### src/ardk_pkg.sv
// shared types and constants for the arcsine ard kernel evaluator
// used by ardk_ctrl, ardk_dpath and the top level; no dependencies
package ardk_pkg;

    localparam int MAX_DIMS     = 1024;
    localparam int CNT_W        = $clog2(MAX_DIMS + 1);
    localparam int SQRT_STEPS   = 32;
    localparam int DIV_STEPS    = 63;
    localparam int CORDIC_STEPS = 24;
    localparam int STEP_W       = 6;

    typedef enum logic [3:0] {
        OP_NONE,
        OP_MUL,
        OP_NINIT,
        OP_NORM,
        OP_PAR,
        OP_PROD,
        OP_SQRT,
        OP_DINIT,
        OP_DIV,
        OP_RATIO,
        OP_COSP,
        OP_CINIT,
        OP_CORD,
        OP_SC1,
        OP_SC2,
        OP_OUT
    } t_op;

    typedef struct packed {
        t_op                op;
        logic [STEP_W-1:0]  step;
        logic               acc;
        logic               load;
    } t_cmd;

    typedef struct packed {
        logic last;
        logic norm_done;
        logic out_free;
    } t_status;

    // arctan(2^-i) in q24 radians
    function automatic logic [23:0] atan_q24(input logic [4:0] idx);
        logic [23:0] v;
        unique case (idx)
            5'd0:  v = 24'd13176795;
            5'd1:  v = 24'd7778716;
            5'd2:  v = 24'd4110060;
            5'd3:  v = 24'd2086331;
            5'd4:  v = 24'd1047214;
            5'd5:  v = 24'd524117;
            5'd6:  v = 24'd262123;
            5'd7:  v = 24'd131069;
            5'd8:  v = 24'd65536;
            5'd9:  v = 24'd32768;
            5'd10: v = 24'd16384;
            5'd11: v = 24'd8192;
            5'd12: v = 24'd4096;
            5'd13: v = 24'd2048;
            5'd14: v = 24'd1024;
            5'd15: v = 24'd512;
            5'd16: v = 24'd256;
            5'd17: v = 24'd128;
            5'd18: v = 24'd64;
            5'd19: v = 24'd32;
            5'd20: v = 24'd16;
            5'd21: v = 24'd8;
            5'd22: v = 24'd4;
            5'd23: v = 24'd2;
            default: v = 24'd0;
        endcase
        return v;
    endfunction

endpackage

### src/ardk_ctrl.sv
// controller state machine for the arcsine ard kernel evaluator
// depends on ardk_pkg; drives ardk_dpath through t_cmd
module ardk_ctrl (
    input  logic             i_clk,
    input  logic             i_rst_n,
    input  logic             i_in_valid,
    output logic             o_in_ready,
    input  ardk_pkg::t_status i_status,
    output ardk_pkg::t_cmd   o_cmd
);

    typedef enum logic [4:0] {
        S_IDLE, S_MUL, S_ACC, S_NINIT, S_NORM, S_PAR, S_PROD, S_SQRT,
        S_DINIT, S_DIV, S_RATIO, S_COSP, S_CSQRT, S_CINIT, S_CORD,
        S_SC1, S_SC2, S_OUT
    } t_state;

    t_state                      r_state, n_state;
    logic [ardk_pkg::STEP_W-1:0] r_step, n_step;
    logic                        r_pend, n_pend;
    logic                        w_acc;

    assign o_in_ready = (r_state == S_IDLE);
    assign w_acc      = o_in_ready && i_in_valid;

    always_comb begin
        n_state = r_state;
        n_step  = r_step;
        n_pend  = r_pend;
        o_cmd.op   = ardk_pkg::OP_NONE;
        o_cmd.step = r_step;
        o_cmd.acc  = 1'b0;
        o_cmd.load = 1'b0;
        unique case (r_state)
            S_IDLE: begin
                // products of the previous element are summed here
                o_cmd.acc  = r_pend;
                o_cmd.load = w_acc;
                n_pend     = 1'b0;
                if (w_acc) n_state = S_MUL;
            end
            S_MUL: begin
                o_cmd.op = ardk_pkg::OP_MUL;
                if (i_status.last) begin
                    n_state = S_ACC;
                end else begin
                    n_pend  = 1'b1;
                    n_state = S_IDLE;
                end
            end
            S_ACC: begin
                o_cmd.acc = 1'b1;
                n_state   = S_NINIT;
            end
            S_NINIT: begin
                o_cmd.op = ardk_pkg::OP_NINIT;
                n_state  = S_NORM;
            end
            S_NORM: begin
                o_cmd.op = ardk_pkg::OP_NORM;
                if (i_status.norm_done) n_state = S_PAR;
            end
            S_PAR: begin
                o_cmd.op = ardk_pkg::OP_PAR;
                n_state  = S_PROD;
            end
            S_PROD: begin
                o_cmd.op = ardk_pkg::OP_PROD;
                n_step   = '0;
                n_state  = S_SQRT;
            end
            S_SQRT: begin
                o_cmd.op = ardk_pkg::OP_SQRT;
                n_step   = r_step + 1'b1;
                if (r_step == ardk_pkg::STEP_W'(ardk_pkg::SQRT_STEPS - 1)) n_state = S_DINIT;
            end
            S_DINIT: begin
                o_cmd.op = ardk_pkg::OP_DINIT;
                n_step   = '0;
                n_state  = S_DIV;
            end
            S_DIV: begin
                o_cmd.op = ardk_pkg::OP_DIV;
                n_step   = r_step + 1'b1;
                if (r_step == ardk_pkg::STEP_W'(ardk_pkg::DIV_STEPS - 1)) n_state = S_RATIO;
            end
            S_RATIO: begin
                o_cmd.op = ardk_pkg::OP_RATIO;
                n_state  = S_COSP;
            end
            S_COSP: begin
                o_cmd.op = ardk_pkg::OP_COSP;
                n_step   = '0;
                n_state  = S_CSQRT;
            end
            S_CSQRT: begin
                o_cmd.op = ardk_pkg::OP_SQRT;
                n_step   = r_step + 1'b1;
                if (r_step == ardk_pkg::STEP_W'(ardk_pkg::SQRT_STEPS - 1)) n_state = S_CINIT;
            end
            S_CINIT: begin
                o_cmd.op = ardk_pkg::OP_CINIT;
                n_step   = '0;
                n_state  = S_CORD;
            end
            S_CORD: begin
                o_cmd.op = ardk_pkg::OP_CORD;
                n_step   = r_step + 1'b1;
                if (r_step == ardk_pkg::STEP_W'(ardk_pkg::CORDIC_STEPS - 1)) n_state = S_SC1;
            end
            S_SC1: begin
                o_cmd.op = ardk_pkg::OP_SC1;
                n_state  = S_SC2;
            end
            S_SC2: begin
                o_cmd.op = ardk_pkg::OP_SC2;
                n_state  = S_OUT;
            end
            S_OUT: begin
                if (i_status.out_free) begin
                    o_cmd.op = ardk_pkg::OP_OUT;
                    n_state  = S_IDLE;
                end
            end
            default: n_state = S_IDLE;
        endcase
    end

    always_ff @(posedge i_clk) begin
        if (!i_rst_n) begin
            r_state <= S_IDLE;
            r_step  <= '0;
            r_pend  <= 1'b0;
        end else begin
            r_state <= n_state;
            r_step  <= n_step;
            r_pend  <= n_pend;
        end
    end

endmodule

### config.mk
export PLATFORM = sky130hd
export DESIGN_NAME = ardk_ctrl
export DESIGN_NICKNAME = d
export VERILOG_FILES = /design/src/ardk_pkg.sv /design/src/ardk_ctrl.sv
export SDC_FILE = /design/constraint.sdc
export NUM_CORES = 1
export LEC_CHECK = 0
export BUFFER_PORTS_ARGS = -buffer_cell sky130_fd_sc_hd__buf_2
export CORE_MARGIN = 10
export CORE_UTILIZATION = 48
export CTS_BUF_LIST = sky130_fd_sc_hd__clkbuf_16
export CTS_CLUSTER_SIZE = 24
export DETAILED_ROUTE_END_ITERATION = 8
export PLACE_DENSITY = 0.84
export RECOVER_POWER = 25
export SYNTH_ARGS = -nofsm -noshare
export SYNTH_HDL_FRONTEND = slang
export SYNTH_SLANG_ARGS = --single-unit
### constraint.sdc
create_clock -name i_clk -period 1.7 [get_ports i_clk]
set_clock_uncertainty 0.05 [all_clocks]
set_input_delay 0.17 -clock i_clk [delete_from_list [all_inputs] [get_ports i_clk]]
set_output_delay 0.17 -clock i_clk [all_outputs]
set_load 0.01 [all_outputs]
==> results.md, run 1 <==
* Max_cap viols at 0
* Residual DRC count at 0
* Simple-gate area share of the yosys netlist at 31.1%
* Adder-cell share of the synthesized area at under 10%
* Commonest cells post-synth: dfxtp_1, nand2_1, a21oi_1, nor2_1, nor3_1
* Global-route wire length before repair at 5100 µm
* Count of pins over their slew limit at 0
* Max stage delay cell, worst path: or3_4
* Port bufs at 18
* Register area share after synthesis at between 20% and 30%
* Number of hold buffers added after CTS at 0
* Die extent in y at 65.3 µm
* Layout Nets at 184
* Total grt overflow at 0
* Tot GR Track Use at between 10% and 20%
* Pleak at 0.645 nW
* Reg2Reg Depth at 7
* Core area at 1960 µm²
* Dominant synthesized flop cell: dfxtp_1
* Highest metal used: met4
* Tcrit/Tclk final at 105%
* WP depth at 7
* Maximum clock rate at 559 MHz
* Met2 routed WL at 1800 µm
* ANT nets after route at 0
* Post-Synthesis Cells at 131
* First-pass DRT Iterations at 4
* Post-synth ARST share at 0%
* Area leader, netlist: dfxtp_1
* CTS Buf Count at 3
* Synthesis-stage register bit count at 12
* Initial antenna violation count at 0
* Post-synthesis mux area share at 4.70%
* Fin crit period at between 1.5 and 2 ns
* Worst setup path end: r_state[1]$_SDFFE_PN0P_
* R2R Setup Slk at -0.09 ns
* Clock root cell: clkbuf_16
* Die area at between 4000 and 5000 µm²
* CTS tree: yes
* ANT cells at 0
* Dpl cells at ~180
* CP startpoint kind: register
* Final worst setup slack at -0.0883 ns
* Number of global-route vias before repair at 1143
* Largest family of logic cells by synthesized area: simple AND/OR/NAND/NOR gates
* VDD IR max at approximately 0.58 mV
* Distinct cells, synth at 41
* PD cells at 805 nW/µm²
* Crit-path max FO at 9
* Final cell count without fillers at ~200
* Hold Crit Class: in -> reg
* Core Util, Final at 76.9%
* R2R Path End: r_state[1]$_SDFFE_PN0P_
* Share of layout cells above drive strength 1 at 46.0%
* Worst R2R Start: r_state[3]$_SDFFE_PN0P_
* Die Wd at 65.3 µm
* DR WL/cell at 18.4 µm
* Cell with the most instances after synthesis: dfxtp_1
* Initial core utilization at around 50%
* Failing checks: setup timing
* Pin count of the biggest net entering global routing at 14
* Max clock buf depth at 2
* DR iter-0 viols at 82
* Worst EP arrival at 1.87 ns
* Crit end category: register
* GPL Wtd Cong at 0.864
* Crit-path leading delay family: simple AND/OR/NAND/NOR gates
* Yosys top cell area share at 24.4%
* Synth Cell Area at 985 µm²
* Htree depth at 1
* Max_slew headroom at between 80% and 90%
* Final wirelength at 3690 µm
* Fin Hold WS at 0.187 ns
* Ports at 19
* Detail Placement HPWL at 2170 µm
* Total negative slack at -0.397 ns
* Clk Latency, worst-skew pair at 0.24 ns
* Fillers at 143
* Cell mode on critical path: buf_4
* Clock transition at path regs at 0.04 ns
* Setup Viol. Count Final at 6
* Via count at 1237
* Syn. warnings at 0
* Status: finished with violations
* Area delta synth->final at 53.2%
* Number of enable flip-flop cells after synthesis at 0
* Largest stage delay on the critical path at 0.40 ns
* CP Launch Point: r_state[3]$_SDFFE_PN0P_
* Worst path bufs/invs at 2
* RSZ-0062 raised after global routing: true
* Site row count at 16
* DRT met1 WL at 1390 µm
* Crit path cell chain: buf_4 > nor3b_1 > a21oi_1 > nor3_1 > or3_4 > buf_4 > mux2i_1
* Crit Path Category: reg -> reg
* Worst endpoint required time at 1.78 ns
* Syn_nets at ~140
* Xor/xnor share of the synthesized area at under 10%
* Tightest Pin Transition at about 0.28 ns
* Vias per inst at about 6.2
* Synth Area in Compound Gates at 24.9%
* Clock sinks at 12
* Final hold vios at 0
* Largest cells by area after synthesis: dfxtp_1, nand2_1, a21oi_1
* WL met3 at 325 µm
* Average size of a mapped cell at 7.52 µm²
power by group:
part	switching (mW)	internal, mW
Sequential	0.0307	0.304
Combinational	0.228	0.213
Clock	0.131	0.307
Total	0.390	0.825
metal layers:
layer,global-route usage [%],vias to the layer above
li1,-,563
met1,14.4,582
met2,27.4,74
met3,4.07,18
met4,8.02,0
met5,0,-
cell type report:
class,instances,area (µm²),area share (%)
sequential,12,264,17.5
inverter,4,15.0,0.995
multi-input combinational,102,749,49.7
clock buffer,3,75.1,4.98
tap,27,33.8,2.24
timing repair buffer,53,372,24.6
worst min-delay path by stage:
stage                   startpoint                       to  slack [ns]  cells after the start
5_1_grt                    i_rst_n  r_state[4]$_SDFFE_PN0P_        0.24                      2
4_1_cts                i_status[2]      r_pend$_SDFFE_PN0P_        0.19                      4
2_1_floorplan          i_status[2]      r_pend$_SDFFE_PN0P_        0.32                      3
3_3_place_gp           i_status[2]      r_pend$_SDFFE_PN0P_        0.43                      4
3_5_place_dp   r_pend$_SDFFE_PN0P_      r_pend$_SDFFE_PN0P_        0.44                      2
6_report               i_status[2]      r_pend$_SDFFE_PN0P_        0.19                      4
placed cells by master (no fill, tap or decap), types with 6 or more instances in the layout:
| cell type | n |
|---|---|
| a21oi_1 | 7 |
| nor3_1 | 6 |
| nor2b_1 | 6 |
| buf_4 | 30 |
| nor2_1 | 7 |
| buf_2 | 15 |
| dfxtp_4 | 6 |
| nand2_1 | 9 |
stage by stage:
stage	setup WS [ns]	power, mW	instance area, µm²
6_report	-0.0883	1.22	1510
5_1_grt	-0.169	1.26	1510
4_1_cts	-0.0395	1.15	1360
3_5_place_dp	-0.0615	0.676	1190
3_3_place_gp	-0.0215	0.662	1190
2_1_floorplan	0.0369	0.544	1000
sequential cells by signal, summed over array words and instances, names as in the netlist:
| register | flops |
|---|---|
| r_pend | 1 |
| r_state | 5 |
| r_step | 6 |
worst register-to-register path: stages (launching register included):
cell and delay, ns:
dfxtp_4 0.35, buf_4 0.16, nor3b_1 0.15, a21oi_1 0.21, nor3_1 0.11, or3_4 0.40
buf_4 0.14, mux2i_1 0.10
logic make-up (layout without fill, tap and decap cells):
kind of cell	count (synthesis)	count (layout)
xor gates and xnor gates	3	3
AOI/OAI and AO/OA	36	36
buffers and inverters	17	60
and+or+nand+nor	57	57
muxes	4	4
adders and majority gates	2	2
DFF	12	12
what timing repair did:
| item | in CTS | in global routing |
|---|---|---|
| hold endpoints to repair | 0 | 0 |
| setup endpoints to repair | 9 | 10 |
| buffers inserted | 6 | 10 |
| pin swaps | 6 | 11 |
| resized for setup | 19 | 20 |
Note: power is estimated with default switching activity, not from simulation.
==> run 2: changes to the inputs <==
--- a/config.mk
+++ b/config.mk
@@ -12,7 +12,6 @@
 export CTS_CLUSTER_SIZE = 24
 export DETAILED_ROUTE_END_ITERATION = 8
 export PLACE_DENSITY = 0.84
-export RECOVER_POWER = 25
 export SYNTH_ARGS = -nofsm -noshare
 export SYNTH_HDL_FRONTEND = slang
 export SYNTH_SLANG_ARGS = --single-unit
==> constraint.sdc (replaced) <==
create_clock -name i_clk -period 1.7 [get_ports i_clk]
set_clock_uncertainty 0.05 [all_clocks]
set_input_delay 0.085 -clock i_clk [delete_from_list [all_inputs] [get_ports i_clk]]
set_output_delay 0.085 -clock i_clk [all_outputs]
set_load 0.01 [all_outputs]
==> run 2 against run 1 <==
The flow still finishes with violations (setup timing). Clock-buffer cell count stayed put. Power decreased by 0.88%. Non-clock buffer count is 6 lower. Via count shrank 8.2%. Worst setup slack gained 0.0033 ns. Sequential power grew 3%. Sequential share of layout area hardly changed. Global-route usage is 0.38 points higher. Die area stayed put. Cell area decreased by 2.2%. Register-to-register slack hardly changed. Routed wire length fell by 16%. Critical path type unchanged. Largest cell class unchanged.
==> results.md, run 2 (synthesis gave the netlist of run 1 again) <==
* Htree depth at 1 (unchanged)
* Status: finished with violations
* Clock transition at path regs at 0.04 ns (about the same)
* Detail Placement HPWL at 2050 µm (-5.5%)
* Final wirelength at 3100 µm (-16%)
* Most common cell after layout, fill and taps aside: buf_4
* Total grt overflow at 0 (unchanged)
* Pint at 830 µW (+0.63%)
* Global-route wire length before repair at 5230 µm (+2.6%)
* Power share of the sequential group at 28.8% (+1.2 points)
* Die Wd at 65.3 µm (unchanged)
* Largest regs: r_step x6, r_state x5, r_pend x1
* Die extent in y at 65.3 µm (unchanged)
* Reg with most FFs: r_step
* Max FFs per register at 6 (unchanged)
* Crit path cell chain: ha_4 > nand3b_1 > o211ai_2 > o311ai_2 > or3_4 > buf_6 > mux2i_1
* GPL Wtd Cong at 0.894 (+3.6%)
* Area delta synth->final at 49.9%
* CTS tree: yes
* R2R Path End: r_state[1]$_SDFFE_PN0P_
* Fillers at 159 (+11%)
* Core area at 1960 µm² (unchanged)
* Storage element area at 259 µm² (-1.9%)
* Number of global-route vias before repair at 1090 (-4.6%)
* Crit end category: register
* Hold Crit Class: in -> reg
* Largest stage delay on the critical path at 0.42 ns (+0.02 ns)
* Final hold vios at 0 (unchanged)
* NetSw at 374 µW (-4.1%)
* Clock power share at 36.7% (+0.6 points)
* ANT nets after route at 0 (unchanged)
* Number of hold buffers added after CTS at 0 (unchanged)
* CP startpoint kind: register
* Fin Hold WS at 0.109 ns (-0.0774 ns)
* First-pass DRT Iterations at 4 (unchanged)
* Share of layout cells above drive strength 1 at 45.8% (-0.14 points)
* Residual DRC count at 0 (unchanged)
* Max_cap viols at 0 (unchanged)
* Tot GR Track Use at 15.1% (+0.38 points)
* Pleak at 0.623 nW (-3.4%)
* Layout Nets at 178 (-3.3%)
* Final worst setup slack at -0.0850 ns (+0.00326 ns)
* Failing checks: setup timing
* Hold Crit Depth at 2 (-2)
* Ports at 19 (unchanged)
* Worst path bufs/invs at 1 (-1)
* CTS Buf Count at 3 (unchanged)
* Initial antenna violation count at 0 (unchanged)
* Most frequent cells in the layout: buf_4, buf_2, nand2_1
* Fin crit period at 1.79 ns (-0.00326 ns)
* Die area at 4260 µm² (unchanged)
* Clock root cell: clkbuf_16
* Crit-path max FO at 4 (-5)
* Reg2Reg Depth at 7 (unchanged)
* Crit Path Category: reg -> reg
* Hold Path Origin: i_rst_n
* Site row count at 16 (unchanged)
* Worst R2R Start: r_step[1]$_SDFFE_PN0P_
* Max stage delay cell, worst path: or3_4
* Clock sinks at 12 (unchanged)
* Worst endpoint required time at 1.78 ns (about the same)
* Hold Path End: r_state[4]$_SDFFE_PN0P_
* Count of pins over their slew limit at 0 (unchanged)
* DR WL/cell at 15.9 µm (-14%)
* Clk Latency, worst-skew pair at 0.25 ns (about the same)
* R2R Setup Slk at -0.09 ns (about the same)
* Initial core utilization at 50.2% (unchanged)
* Pin count of the biggest net entering global routing at 17 (+3)
* Crit-path leading delay family: simple AND/OR/NAND/NOR gates
* PD cells at 816 nW/µm² (+1.3%)
* Via count at 1135 (-8.2%)
* VDD IR max at 0.565 mV (-1.7%)
* Core Util, Final at 75.3% (-1.7 points)
* Total chip power at 1.20 mW (-0.88%)
* Maximum clock rate at 560 MHz (+0.18%)
* Max_slew headroom at 77.1% (-3.9 points)
* Vias per inst at 5.82 (-5.4%)
* Switching Fraction at 31.1% (-1.0 points)
* Setup Viol. Count Final at 3 (-3)
* RSZ-0062 raised after global routing: true
* DR iter-0 viols at 68 (-17%)
* Tcrit/Tclk final at 105% (-0.19 points)
* Tightest Pin Transition at 0.343 ns (+0.0604 ns)
* ANT cells at 0 (unchanged)
* Gate power share at 34.5% (-1.9 points)
* Area occupied by multi-input gates at 749 µm² (unchanged)
* Worst EP arrival at 1.87 ns (about the same)
* Max clock buf depth at 2 (unchanged)
* Port bufs at 18 (unchanged)
## run 2: cell count changes in the layout (fill, tap and decap cells not counted), moves of 2 or more
cell / previous run / this run
dfxtp_4: 6 / 4
buf_2: 15 / 18
buf_4: 30 / 23
clkbuf_1: 3 / 0
nand2_1: 9 / 11
dfxtp_2: 1 / 3
buf_12: 0 / 2
## run 2: worst max path at each step
stage	end	depth (start not counted)	slack, ns	from
2_1_floorplan	r_state[0]$_SDFFE_PN0P_	7	0.04	r_step[0]$_SDFFE_PN0P_
3_3_place_gp	r_step[3]$_SDFFE_PN0P_	5	-0.04	r_state[3]$_SDFFE_PN0P_
3_5_place_dp	r_step[3]$_SDFFE_PN0P_	5	-0.13	r_state[3]$_SDFFE_PN0P_
4_1_cts	o_cmd[8]	6	-0.05	r_state[1]$_SDFFE_PN0P_
5_1_grt	r_state[1]$_SDFFE_PN0P_	7	-0.16	r_step[1]$_SDFFE_PN0P_
6_report	r_state[1]$_SDFFE_PN0P_	7	-0.09	r_step[1]$_SDFFE_PN0P_
## run 2: layout make-up
| type | count | area share [%] |
|---|---|---|
| inverter | 4 | 1.19 |
| multi-input combinational | 102 | 50.8 |
| clock buffer | 3 | 5.08 |
| tap | 27 | 2.29 |
| timing repair buffer | 47 | 23.1 |
| sequential | 12 | 17.5 |
## run 2: metrics by stage
stage | TNS (ns) | cells | setup WS [ns] | instance area [µm²]
floorplan | 0 | 131 | 0.0369 | 1000
finish | -0.175 | 195 | -0.0850 | 1480
global route | -0.467 | 195 | -0.162 | 1480
global placement | -0.0712 | 183 | -0.0366 | 1210
CTS | -0.139 | 189 | -0.0469 | 1380
detailed placement | -0.368 | 183 | -0.131 | 1210
## run 2: what timing repair did
item | in CTS | in global routing
resized for setup | 21 | 17
pin swaps | 6 | 4
endpoints found under the setup margin | 11 | 10
setup buffers | 3 | 6
## run 2: power groups by stage
| stage | Clock, mW | Combinational (mW) | Sequential (mW) |
|---|---|---|---|
| final | 0.442 | 0.416 | 0.346 |
| after global routing | 0.448 | 0.459 | 0.351 |
| after CTS | 0.443 | 0.373 | 0.343 |
| after detailed placement | 0 | 0.329 | 0.344 |
| after global placement | 0 | 0.318 | 0.341 |
| after floorplan | 0 | 0.211 | 0.333 |
## run 2: layer usage
layer  share of wire, %  vias to the layer above  GRT usage [%]
met2                 53                       32           27.0
met1                 40                      546           16.4
met5                  0                        -              0
met3                5.4                        5           4.24
li1                   -                      552              -
met4                1.5                        0           6.15
